File: config.mk
export PLATFORM = sky130hd
export DESIGN_NAME = ordered_list_delete_by_value
export DESIGN_NICKNAME = d
export VERILOG_FILES = /design/src/design/olvd_pkg.sv /design/src/design/ordered_list_delete_by_value.sv /design/src/design/olvd_front.sv /design/src/design/olvd_back.sv
export VERILOG_INCLUDE_DIRS = /design/src /design/src/design
export SDC_FILE = /design/constraint.sdc
export NUM_CORES = 1
export LEC_CHECK = 0
export ABC_AREA = 0
export ABC_CLOCK_PERIOD_IN_PS = 7600
export BUFFER_PORTS_ARGS = -buffer_cell sky130_fd_sc_hd__buf_2
export CAP_MARGIN = 20
export CELL_PAD_IN_SITES_DETAIL_PLACEMENT = 1
export CELL_PAD_IN_SITES_GLOBAL_PLACEMENT = 1
export CORE_AREA = 2 2 307 309
export CTS_BUF_LIST = sky130_fd_sc_hd__clkbuf_4
export DETAILED_ROUTE_END_ITERATION = 7
export DIE_AREA = 0 0 309 311
export PLACE_DENSITY_LB_ADDON = 0.1
export SYNTH_ARGS = -nofsm -noshare
export SYNTH_HDL_FRONTEND = slang
export SYNTH_SLANG_ARGS = --single-unit
File: constraint.sdc
create_clock -name i_clk -period 7.6 [get_ports i_clk]
set_input_delay 1.52 -clock i_clk [delete_from_list [all_inputs] [get_ports i_clk]]
set_output_delay 1.52 -clock i_clk [all_outputs]
set_load 0.01 [all_outputs]
File: src/design/ordered_list_delete_by_value_assert.svh
// assertion macros for the ordered list block
`ifndef ORDERED_LIST_DELETE_BY_VALUE_ASSERT_SVH
`define ORDERED_LIST_DELETE_BY_VALUE_ASSERT_SVH

// same-cycle implication, sampled on i_clk, off during reset
`define OLVD_ASSERT_NOW(lbl, ante, cons) \
    lbl: assert property (@(posedge i_clk) disable iff (!i_rst_n) (ante) |-> (cons)) \
        else $error("olvd check failed");

// next-cycle implication, sampled on i_clk, off during reset
`define OLVD_ASSERT_NEXT(lbl, ante, cons) \
    lbl: assert property (@(posedge i_clk) disable iff (!i_rst_n) (ante) |=> (cons)) \
        else $error("olvd check failed");

`endif

File: src/design/olvd_pkg.sv
// types and codes shared by the ordered list block
`default_nettype none

package olvd_pkg;

    localparam logic [1:0] KIND_APPEND = 2'd0;
    localparam logic [1:0] KIND_DELETE = 2'd1;
    localparam logic [1:0] KIND_DUMP   = 2'd2;

    typedef enum logic [1:0] {
        OP_APPEND = 2'd0,
        OP_DELETE = 2'd1,
        OP_DUMP   = 2'd2
    } t_op;

    typedef enum logic [2:0] {
        ST_APPENDED  = 3'd0,
        ST_FULL      = 3'd1,
        ST_DELETED   = 3'd2,
        ST_NOT_FOUND = 3'd3,
        ST_ENTRY     = 3'd4,
        ST_EMPTY     = 3'd5
    } t_status;

    typedef enum logic [1:0] {
        S_IDLE  = 2'd0,
        S_SCAN  = 2'd1,
        S_SHIFT = 2'd2,
        S_DUMP  = 2'd3
    } t_state;

    typedef struct packed {
        t_op         op;
        logic [31:0] value;
    } t_cmd;

endpackage

`default_nettype wire

File: src/design/ordered_list_delete_by_value.sv
// ordered list with append, delete by value and dump
//
//  channel | direction | handshake                 | payload
//  in      | input     | i_in_valid / o_in_stall   | i_kind, i_value
//  out     | output    | o_out_valid / i_out_stall | o_status, o_entry_value,
//          |           |                           | o_entry_count, o_last
//
// append registers its result as the sequencer takes it from the queue; dump
// reads the list memory and registers each entry, one beat a cycle while the
// output is not stalled; delete scans, reading up to the match, then shifts
// the rest down, one pass with at most one list memory read and write a cycle.
// reset is synchronous and clears the count and all control, not the contents.
// an output stall holds the sequencer at its next result; the queue fills up.
`default_nettype none

`include "ordered_list_delete_by_value_assert.svh"

module ordered_list_delete_by_value #(
    parameter int DEPTH = 16
) (
    input  logic                i_clk,
    input  logic                i_rst_n,
    input  logic                i_in_valid,
    input  logic [1:0]          i_kind,
    input  logic signed [31:0]  i_value,
    output logic                o_in_stall,
    output logic                o_out_valid,
    output logic [2:0]          o_status,
    output logic signed [31:0]  o_entry_value,
    output logic [4:0]          o_entry_count,
    output logic                o_last,
    input  logic                i_out_stall
);
    import olvd_pkg::*;

    logic w_cmd_valid;
    t_cmd w_cmd;
    logic w_cmd_pop;

    olvd_front u_front (
        .i_clk       (i_clk),
        .i_rst_n     (i_rst_n),
        .i_in_valid  (i_in_valid),
        .i_kind      (i_kind),
        .i_value     (i_value),
        .o_in_stall  (o_in_stall),
        .o_cmd_valid (w_cmd_valid),
        .o_cmd       (w_cmd),
        .i_cmd_pop   (w_cmd_pop)
    );

    olvd_back #(
        .DEPTH (DEPTH)
    ) u_back (
        .i_clk         (i_clk),
        .i_rst_n       (i_rst_n),
        .i_cmd_valid   (w_cmd_valid),
        .i_cmd         (w_cmd),
        .o_cmd_pop     (w_cmd_pop),
        .o_out_valid   (o_out_valid),
        .o_status      (o_status),
        .o_entry_value (o_entry_value),
        .o_entry_count (o_entry_count),
        .o_last        (o_last),
        .i_out_stall   (i_out_stall)
    );

    // only a dump spreads over several beats
    `OLVD_ASSERT_NOW(a_multi_is_dump, o_out_valid && !o_last, o_status == ST_ENTRY)
    // value is zero on everything but a dump entry
    `OLVD_ASSERT_NOW(a_value_zero, o_out_valid && (o_status != ST_ENTRY), o_entry_value == 32'sd0)
    // an empty dump reports no entries
    `OLVD_ASSERT_NOW(a_empty_count, o_out_valid && (o_status == ST_EMPTY), o_entry_count == 5'd0)
    // a dump streams without gaps once a beat is taken
    `OLVD_ASSERT_NEXT(a_dump_stream, o_out_valid && !i_out_stall && !o_last, o_out_valid && (o_status == ST_ENTRY))

endmodule

`default_nettype wire

File: src/design/olvd_front.sv
// front end: takes input beats, decodes the operation, queues commands
`default_nettype none

module olvd_front (
    input  logic                i_clk,
    input  logic                i_rst_n,
    input  logic                i_in_valid,
    input  logic [1:0]          i_kind,
    input  logic signed [31:0]  i_value,
    output logic                o_in_stall,
    output logic                o_cmd_valid,
    output olvd_pkg::t_cmd      o_cmd,
    input  logic                i_cmd_pop
);
    import olvd_pkg::*;

    t_cmd       r_q [2];
    logic       r_wptr, n_wptr;
    logic       r_rptr, n_rptr;
    logic [1:0] r_cnt, n_cnt;
    logic       w_accept;
    logic       w_push;
    logic       w_pop;
    t_cmd       w_cmd;

    assign o_in_stall  = (r_cnt == 2'd2);
    assign o_cmd_valid = (r_cnt != 2'd0);
    assign o_cmd       = r_q[r_rptr];
    assign w_accept    = i_in_valid && !o_in_stall;
    assign w_pop       = i_cmd_pop && o_cmd_valid;

    // unused kind is dropped here and never reaches the back end
    always_comb begin
        w_cmd.value = i_value;
        w_cmd.op    = OP_APPEND;
        w_push      = 1'b0;
        unique case (i_kind)
            KIND_APPEND: begin
                w_cmd.op = OP_APPEND;
                w_push   = w_accept;
            end
            KIND_DELETE: begin
                w_cmd.op = OP_DELETE;
                w_push   = w_accept;
            end
            KIND_DUMP: begin
                w_cmd.op = OP_DUMP;
                w_push   = w_accept;
            end
            default: begin
                w_push = 1'b0;
            end
        endcase
    end

    always_comb begin
        n_wptr = w_push ? ~r_wptr : r_wptr;
        n_rptr = w_pop ? ~r_rptr : r_rptr;
        n_cnt  = r_cnt + {1'b0, w_push} - {1'b0, w_pop};
    end

    always_ff @(posedge i_clk) begin
        if (!i_rst_n) begin
            r_wptr <= 1'b0;
            r_rptr <= 1'b0;
            r_cnt  <= 2'd0;
        end else begin
            r_wptr <= n_wptr;
            r_rptr <= n_rptr;
            r_cnt  <= n_cnt;
        end
    end

    always_ff @(posedge i_clk) begin
        if (w_push) begin
            r_q[r_wptr] <= w_cmd;
        end
    end

endmodule

`default_nettype wire

File: src/design/olvd_back.sv
// back end: list memory, operation sequencer and output register
`default_nettype none

module olvd_back #(
    parameter int DEPTH = 16
) (
    input  logic                i_clk,
    input  logic                i_rst_n,
    input  logic                i_cmd_valid,
    input  olvd_pkg::t_cmd      i_cmd,
    output logic                o_cmd_pop,
    output logic                o_out_valid,
    output logic [2:0]          o_status,
    output logic signed [31:0]  o_entry_value,
    output logic [4:0]          o_entry_count,
    output logic                o_last,
    input  logic                i_out_stall
);
    import olvd_pkg::*;

    localparam int AW = $clog2(DEPTH);
    localparam int CW = $clog2(DEPTH + 1);

    logic [31:0]   r_mem [DEPTH];
    logic [31:0]   r_rd_data;

    t_state        r_state, n_state;
    logic [CW-1:0] r_count, n_count;
    logic [CW-1:0] r_ptr, n_ptr;
    logic          r_chk_vld, n_chk_vld;
    logic [AW-1:0] r_chk_addr, n_chk_addr;
    logic [31:0]   r_val, n_val;

    logic          r_o_vld;
    t_status       r_o_status;
    logic [31:0]   r_o_value;
    logic [4:0]    r_o_count;
    logic          r_o_last;

    logic          w_we;
    logic [AW-1:0] w_wa;
    logic [31:0]   w_wd;
    logic          w_rd_en;
    logic [AW-1:0] w_ra;
    logic          w_can_rd;
    logic          w_o_free;
    logic          w_emit;
    t_status       w_e_status;
    logic [31:0]   w_e_value;
    logic [CW-1:0] w_e_count;
    logic          w_e_last;
    logic [CW+4:0] w_cnt_ext;
    logic          w_dump_last;

    assign w_o_free    = !r_o_vld || !i_out_stall;
    assign w_can_rd    = (r_ptr < r_count);
    assign w_dump_last = ((CW'(r_chk_addr) + CW'(1)) == r_count);
    assign w_cnt_ext   = {5'b0, w_e_count};

    always_comb begin
        n_state    = r_state;
        n_count    = r_count;
        n_ptr      = r_ptr;
        n_chk_vld  = r_chk_vld;
        n_chk_addr = r_chk_addr;
        n_val      = r_val;
        w_we       = 1'b0;
        w_wa       = '0;
        w_wd       = '0;
        w_rd_en    = 1'b0;
        w_ra       = r_ptr[AW-1:0];
        o_cmd_pop  = 1'b0;
        w_emit     = 1'b0;
        w_e_status = ST_APPENDED;
        w_e_value  = '0;
        w_e_count  = r_count;
        w_e_last   = 1'b1;

        unique case (r_state)
            S_IDLE: begin
                if (i_cmd_valid && w_o_free) begin
                    o_cmd_pop = 1'b1;
                    n_val     = i_cmd.value;
                    n_ptr     = '0;
                    n_chk_vld = 1'b0;
                    unique case (i_cmd.op)
                        OP_APPEND: begin
                            w_emit = 1'b1;
                            if (r_count == CW'(DEPTH)) begin
                                w_e_status = ST_FULL;
                            end else begin
                                w_we       = 1'b1;
                                w_wa       = r_count[AW-1:0];
                                w_wd       = i_cmd.value;
                                n_count    = r_count + CW'(1);
                                w_e_count  = r_count + CW'(1);
                                w_e_status = ST_APPENDED;
                            end
                        end
                        OP_DELETE: begin
                            n_state = S_SCAN;
                        end
                        OP_DUMP: begin
                            if (r_count == '0) begin
                                w_emit     = 1'b1;
                                w_e_status = ST_EMPTY;
                            end else begin
                                n_state = S_DUMP;
                            end
                        end
                        default: begin
                            n_state = S_IDLE;
                        end
                    endcase
                end
            end
            S_SCAN: begin
                // r_rd_data holds the entry at r_chk_addr, read issued last cycle
                priority if (r_chk_vld && (r_rd_data == r_val)) begin
                    n_state    = S_SHIFT;
                    w_rd_en    = w_can_rd;
                    n_chk_vld  = w_can_rd;
                    n_chk_addr = r_ptr[AW-1:0];
                    if (w_can_rd) begin
                        n_ptr = r_ptr + CW'(1);
                    end
                end else if (!r_chk_vld && (r_ptr == r_count)) begin
                    if (w_o_free) begin
                        w_emit     = 1'b1;
                        w_e_status = ST_NOT_FOUND;
                        n_state    = S_IDLE;
                    end
                end else begin
                    w_rd_en    = w_can_rd;
                    n_chk_vld  = w_can_rd;
                    n_chk_addr = r_ptr[AW-1:0];
                    if (w_can_rd) begin
                        n_ptr = r_ptr + CW'(1);
                    end
                end
            end
            S_SHIFT: begin
                // move each later entry down one place while the next is read
                if (r_chk_vld) begin
                    w_we       = 1'b1;
                    w_wa       = r_chk_addr - AW'(1);
                    w_wd       = r_rd_data;
                    w_rd_en    = w_can_rd;
                    n_chk_vld  = w_can_rd;
                    n_chk_addr = r_ptr[AW-1:0];
                    if (w_can_rd) begin
                        n_ptr = r_ptr + CW'(1);
                    end
                end else if (w_o_free) begin
                    w_emit     = 1'b1;
                    w_e_status = ST_DELETED;
                    w_e_count  = r_count - CW'(1);
                    n_count    = r_count - CW'(1);
                    n_state    = S_IDLE;
                end
            end
            S_DUMP: begin
                if (!r_chk_vld || w_o_free) begin
                    if (r_chk_vld) begin
                        w_emit     = 1'b1;
                        w_e_status = ST_ENTRY;
                        w_e_value  = r_rd_data;
                        w_e_last   = w_dump_last;
                        if (w_dump_last) begin
                            n_state = S_IDLE;
                        end
                    end
                    w_rd_en    = w_can_rd;
                    n_chk_vld  = w_can_rd;
                    n_chk_addr = r_ptr[AW-1:0];
                    if (w_can_rd) begin
                        n_ptr = r_ptr + CW'(1);
                    end
                end
            end
            default: begin
                n_state = S_IDLE;
            end
        endcase
    end

    always_ff @(posedge i_clk) begin
        if (!i_rst_n) begin
            r_state   <= S_IDLE;
            r_count   <= '0;
            r_ptr     <= '0;
            r_chk_vld <= 1'b0;
            r_o_vld   <= 1'b0;
        end else begin
            r_state   <= n_state;
            r_count   <= n_count;
            r_ptr     <= n_ptr;
            r_chk_vld <= n_chk_vld;
            r_o_vld   <= w_emit || (r_o_vld && i_out_stall);
        end
    end

    always_ff @(posedge i_clk) begin
        r_chk_addr <= n_chk_addr;
        r_val      <= n_val;
        if (w_emit) begin
            r_o_status <= w_e_status;
            r_o_value  <= w_e_value;
            r_o_count  <= w_cnt_ext[4:0];
            r_o_last   <= w_e_last;
        end
    end

    always_ff @(posedge i_clk) begin
        if (w_we) begin
            r_mem[w_wa] <= w_wd;
        end
        if (w_rd_en) begin
            r_rd_data <= r_mem[w_ra];
        end
    end

    assign o_out_valid   = r_o_vld;
    assign o_status      = r_o_status;
    assign o_entry_value = r_o_value;
    assign o_entry_count = r_o_count;
    assign o_last        = r_o_last;

endmodule

`default_nettype wire
* After elaboration in Yosys (flattened, before gate mapping)
Memories as Yosys holds them, arrays and structs flattened. A register that Yosys moved wholly into a read port is not among the register bits.
Cells that the tools add are included.
Widths: inputs -> output; s select.
** Operators by class
- Reduce and logical (&&, ||, !) cells :: 27
- Muxes and demuxes :: 85
- Bitwise gates (word level) :: 2
- Add/sub/neg operators :: 7
- Magnitude comparators :: 1
- Equality and inequality tests :: 22
** Operator list (number)
- $mux 32 :: 4
- $pmux 32 s2 :: 1
- $mux 5 :: 11
- $eq 32x32->1 :: 1
- $mux 4 :: 8
- $mux 1 :: 29
- $mux 2 :: 11
- $mux 3 :: 7
- $pmux 5 s4 :: 1
- $pmux 3 s4 :: 1
- $pmux 4 s3 :: 1
- $add 5x1->5 const B :: 2
- $eq 2x2->1 const B :: 5
- $eq 5x5->1 :: 2
- $ne 2x1->1 const B :: 5
- $pmux 5 s2 :: 1
- $pmux 1 s4 :: 2
- $pmux 2 s4 :: 1
- $pmux 4 s2 :: 1
- $reduce_and 4->1 :: 2
- $reduce_and 8->1 :: 1
- $eq 2x1->1 const B :: 3
- $logic_and 1x1->1 :: 6
- $logic_not 2->1 :: 3
- 25 further kinds :: 35
** Word-level totals
- Word-level logic and storage cells :: 160
- Bits of input ports :: 38
- Output and inout bits :: 43
- Register bits :: 95
- RAM bits :: 580
- Memories :: 2
** Memory list
- u_back.r_mem :: words 16, bits a word 32, read ports 1, clocked after Yosys merged registers in 1, wr ports 1, RTL line olvd_back.sv:24 : logic [31:0] r_mem [DEPTH];
- u_front.r_q :: words 2, bits a word 34, read ports 1, clocked after Yosys merged registers in 1, wr ports 1, RTL line olvd_front.sv:17 : t_cmd r_q [2];

* Depth between registers and ports, before layout
- Word-level depth :: 8
- Depth in mapped cells :: 10
- Mapped depth without buffers :: 9

* Hierarchy
Synthesis repeated with hierarchy kept, for this count alone.
** Second synthesis, totals
- Cells, all modules :: 1288
- Area, all modules :: 27710.3 um^2
** Modules (own cells, without submodules)
- olvd_back :: times used 1, cells each 1154, sequential area each 18928.2 um^2, area each 24828.8 um^2
- olvd_front :: times used 1, cells each 134, sequential area each 2142.1 um^2, area each 2881.5 um^2

* Worst setup path after synthesis
No wires, ideal clock.
- Path type :: input to register
- From :: in i_out_stall
- To :: mem u_back.r_mem[3][0], enable pin
- Path buffers :: 1
- Arrival time :: 3.797 ns
- Setup slack :: 3.382 ns
- Setup time :: 0.421 ns
- Data required time :: 7.179 ns
- Stages on the path :: 7
- Cell sequence :: a2bb2oi_1 and3_1 buf_2 nand2_1 o21ai_0 nand2_1 nor2_1
** On the way
- Cells in the longest elaborated chain, start to end :: 7
- Elaborated cells between the ends (all ways) :: 9
- Those cells by class :: mux: 6; reduce/logical: 3
** Ends and longest elaborated chain
- start: declaration :: RTL line ordered_list_delete_by_value.sv:32 : input logic i_out_stall
- $logic_not 1->1 * :: RTL line olvd_back.sv:55 : assign w_o_free = !r_o_vld || !i_out_stall;
- $logic_or 1x1->1 * :: RTL line olvd_back.sv:55
- $logic_and 1x1->1 * :: RTL line olvd_back.sv:81 : if (i_cmd_valid && w_o_free) begin
- $mux 1 :: RTL line olvd_back.sv:81
- $pmux 1 s2 :: RTL line olvd_back.sv:79 : unique case (r_state)
- $mux 1 :: RTL line olvd_back.sv:215 : if (w_we) begin
- $mux 1 (not written as such) :: RTL line olvd_back.sv:216 : r_mem[w_wa] <= w_wd;
- end: declaration :: RTL line olvd_back.sv:24
Every way passes the cells marked *; elsewhere a longest branch is shown, timed or not.

* Worst setup path after layout
- From :: reg u_back.r_count[1]
- To :: mem u_back.r_mem[4][23], enable pin
** On the way
- Cells in the longest elaborated chain, start to end :: 7
- Elaborated cells between the ends (all ways) :: 11
- Those cells by class :: eq/ne: 1; mux: 10
** Ends and longest elaborated chain
- start: declaration :: RTL line olvd_back.sv:28 : logic [CW-1:0] r_count, n_count;
- start signal: assignment :: RTL line olvd_back.sv:196 : r_count <= n_count;
- $eq 5x5->1 :: RTL line olvd_back.sv:89 : if (r_count == CW'(DEPTH)) begin
- $mux 1 :: RTL line olvd_back.sv:89
- $mux 1 :: RTL line olvd_back.sv:86 : unique case (i_cmd.op)
- $mux 1 :: RTL line olvd_back.sv:81
- $pmux 1 s2 :: RTL line olvd_back.sv:79
- $mux 1 :: RTL line olvd_back.sv:215
- $mux 1 (not written as such) :: RTL line olvd_back.sv:216
Several ways; a longest one is shown, not always the timed one.

==> impl_metrics.env <==
export IMPL_cellPowerDensity_nw_per_um2=304
export IMPL_drtPass1Iterations=5
export IMPL_die_w_um=309
export IMPL_gr_usage_met3=0.0390
export IMPL_tns_ps=0
export IMPL_utilization=0.347
export IMPL_grt_usage=0.162
export IMPL_sw_frac_of_total=0.281
export IMPL_post_dp_hpwl_mm=45.5
export IMPL_synth_common_cells="edfxtp_1, mux4_2, and2_1"
export IMPL_busiest_layer="met2"
export IMPL_p_comb_frac=0.143
export IMPL_grt_pass1_wl_mm=111
export IMPL_switching_power_uw=2750
export IMPL_wl_per_cell_um=25.8
export IMPL_syn_area_sq_um=27600
export IMPL_grtUsageMet2=0.254
export IMPL_layout_min_cycle_time_ps=4350
export IMPL_worstSetupEndpointType="register"
export IMPL_start_util=0.297
export IMPL_start_kind="register"
export IMPL_synth_edf_count=689
export IMPL_pwr_share_clk=0.355
export IMPL_hold_violations=0
export IMPL_post_drt_via_cell_ratio=4.68
export IMPL_drc=0
export IMPL_drv_slew=0
export IMPL_core_area_sq_um=92800
export IMPL_gp_congestion=0.725
export IMPL_maxCapViolCount=0
export IMPL_rsz0062_at_grt="false"
export IMPL_setup_viol=0
export IMPL_worstPathMaxFanout=22
export IMPL_synth_top_cell_area_share=0.751
export IMPL_cts_hold_buf=0
export IMPL_fin_nets=1596
export IMPL_synth_fa_ha_area_frac=0.00726
export IMPL_min_path_type="reg -> reg"
export IMPL_synth_top_family_by_area="multiplexers"
export IMPL_grt_pass1_vias=15309
export IMPL_die_area_sq_um=96100
export IMPL_area_growth_pct=16.8
export IMPL_yosysMostFrequentCell="edfxtp_1"
export IMPL_ys_seq_area_frac=0.764
export IMPL_syn_num_nets=1346
export IMPL_p_total_uw=9790
export IMPL_p_int_uw=7030
export IMPL_pwr_share_seq=0.502
export IMPL_ys_seq_elements=708
export IMPL_clock_skew_ps=88.4
export IMPL_fillers=9312
export IMPL_grt_util_met1=0.220
export IMPL_synth_xor_area_frac=0.0153
export IMPL_clockRootBuffer="clkbuf_4"
export IMPL_ctsResizeCount=0
export IMPL_postCtsSetupBuffers=0
export IMPL_max_clock_freq_ghz=0.230
export IMPL_cellLeakagePower_uw=0.0103
export IMPL_drt_iter0_drc=860
export IMPL_synth_ff_type="edfxtp_1"
export IMPL_ys_warn_count=0
export IMPL_synth_compound_area_frac=0.0237
export IMPL_dp_cells=2599
export IMPL_port_buffers=80
export IMPL_path_clk_slew_ps=70
export IMPL_worst_pin_slew_ps=1020
export IMPL_synth_area_leaders="edfxtp_1, mux4_2, dfxtp_1, mux2_2, xnor2_1"
export IMPL_arrival_ps=5000
export IMPL_synth_cell_types=51
export IMPL_setup_ws_ps=3250
export IMPL_synth_largest_area_cell="edfxtp_1"
export IMPL_finalCritPeriodShare=0.572
export IMPL_max_slew_margin=0.321
export IMPL_stdcell_count=2950
export IMPL_wl_mm=76.2
export IMPL_crit_type="reg -> reg"
export IMPL_muxShareOfSynthArea=0.146
export IMPL_std_cell_rows=112
export IMPL_async_flop_share=0
export IMPL_grt_max_degree=61
export IMPL_ios=81
export IMPL_cts_buffers=195
export IMPL_cts_tree="built"
export IMPL_clockBufferDepth=3
export IMPL_cts_sinks=708
export IMPL_clock_latency_ps=1060
export IMPL_drive_gt1_frac=0.385
export IMPL_avgSynthCellArea_sq_um=21.3
export IMPL_ant_nets=0
export IMPL_antenna_found_initial=4
export IMPL_peakVddDrop_v=0.000134
export IMPL_fp_dieH_um=311
export IMPL_netlist_instances=1292
export IMPL_vias=13792
export IMPL_grt_overflow_total=0
export IMPL_pre_cts_slack_ps=2750
export IMPL_status="complete, no violations"
export IMPL_htreeDepth=4
export IMPL_worstPathRequired_ps=8260
export IMPL_synthSimpleGateAreaFrac=0.0300
cells by family (layout without fill, tap and decap cells):
family,count (synthesis),in the layout
adders and majority gates,16,16
buffers and inverters,79,481
AOI/OAI and AO/OA,84,84
xor gates and xnor gates,48,48
other,0,2
muxes,197,197
and+or+nand+nor,160,160
DFF,708,708
flip-flops by register name, summed over array words and instances (netlist names), 4 cells and up, named ones only:
register and count:
u_back.r_mem 512, u_front.r_q 68, u_back.o_entry_count 5, u_back.r_chk_addr 4
u_back.o_entry_value 32, u_back.r_ptr 5, u_back.r_count 5, u_back.r_rd_data 32
u_back.r_val 32
area by class of cell:
cell class | instances | area, sq um | share of cell area
antenna | 2 | 5.00 | 0.000155
clock buffer | 286 | 2150 | 0.0667
clock inverter | 63 | 387 | 0.0120
inverter | 18 | 67.6 | 0.00210
multi-input combinational | 505 | 6270 | 0.195
sequential | 708 | 21100 | 0.655
tap | 1254 | 1570 | 0.0487
timing repair buffer | 114 | 676 | 0.0210
critical path, cell delays in order, from the launching register on:
cell and delay [ps]:
dfxtp_1 410, inv_1 120, ha_1 160, nor3b_1 460, nand2_2 540, ha_1 450
a22oi_1 270, nand2_1 300, nor2_4 860, buf_4 400
per-stage QoR:
step | instance area [sq um] | hold WS, ps
finish | 32200 | 484
CTS | 32200 | 485
detailed placement | 29700 | 485
floorplan | 27600 | 431
global placement | 29600 | 486
global route | 32200 | 480
cell usage in the layout (no fill, tap or decap), types with 5 or more instances in the layout:
cell type	n
nand2_1	32
nor2_1	18
clkinv_2	7
edfxtp_1	689
nand3_1	12
clkbuf_4	286
mux2_2	32
a32o_1	32
ha_1	16
dfxtp_1	14
mux2i_1	5
o21ai_0	14
a21oi_1	12
buf_4	33
and2_1	40
nor2_4	17
nand4_1	8
xnor2_1	38
nor3_1	5
mux4_2	160
inv_6	5
inv_1	13
clkinv_1	41
buf_2	80
xor2_1	10
path summary, 6_finish.rpt:
check	slack (ps)	end	startpoint	depth (start not counted)
setup / recovery	3250	u_back.r_mem[4][23]$_DFFE_PP_	u_back.r_count[1]$_SDFF_PN0_	9
hold / removal	480	u_back.r_chk_addr[2]$_DFFE_PP_	u_back.r_ptr[2]$_SDFFE_PN0P_	0
setup reg to reg	3250	u_back.r_mem[4][23]$_DFFE_PP_	u_back.r_count[1]$_SDFF_PN0_	9
hold reg to reg	480	u_back.r_chk_addr[2]$_DFFE_PP_	u_back.r_ptr[2]$_SDFFE_PN0P_	0
metal layers:
metal	vias up	share of wire
met3	148	0.049
met4	0	0.025
met5	-	0
met2	371	0.47
met1	7285	0.45
li1	5988	-
power groups by stage:
| stage | registers, uW | clock network [uW] | logic, uW |
|---|---|---|---|
| 2_1_floorplan | 4990 | 0 | 739 |
| 3_3_place_gp | 4990 | 0 | 1450 |
| 3_5_place_dp | 5000 | 0 | 1460 |
| 4_1_cts | 4920 | 3630 | 1460 |
| 5_1_grt | 4950 | 3820 | 1550 |
| 6_report | 4910 | 3480 | 1400 |
Power figures use the tool's default switching activity.
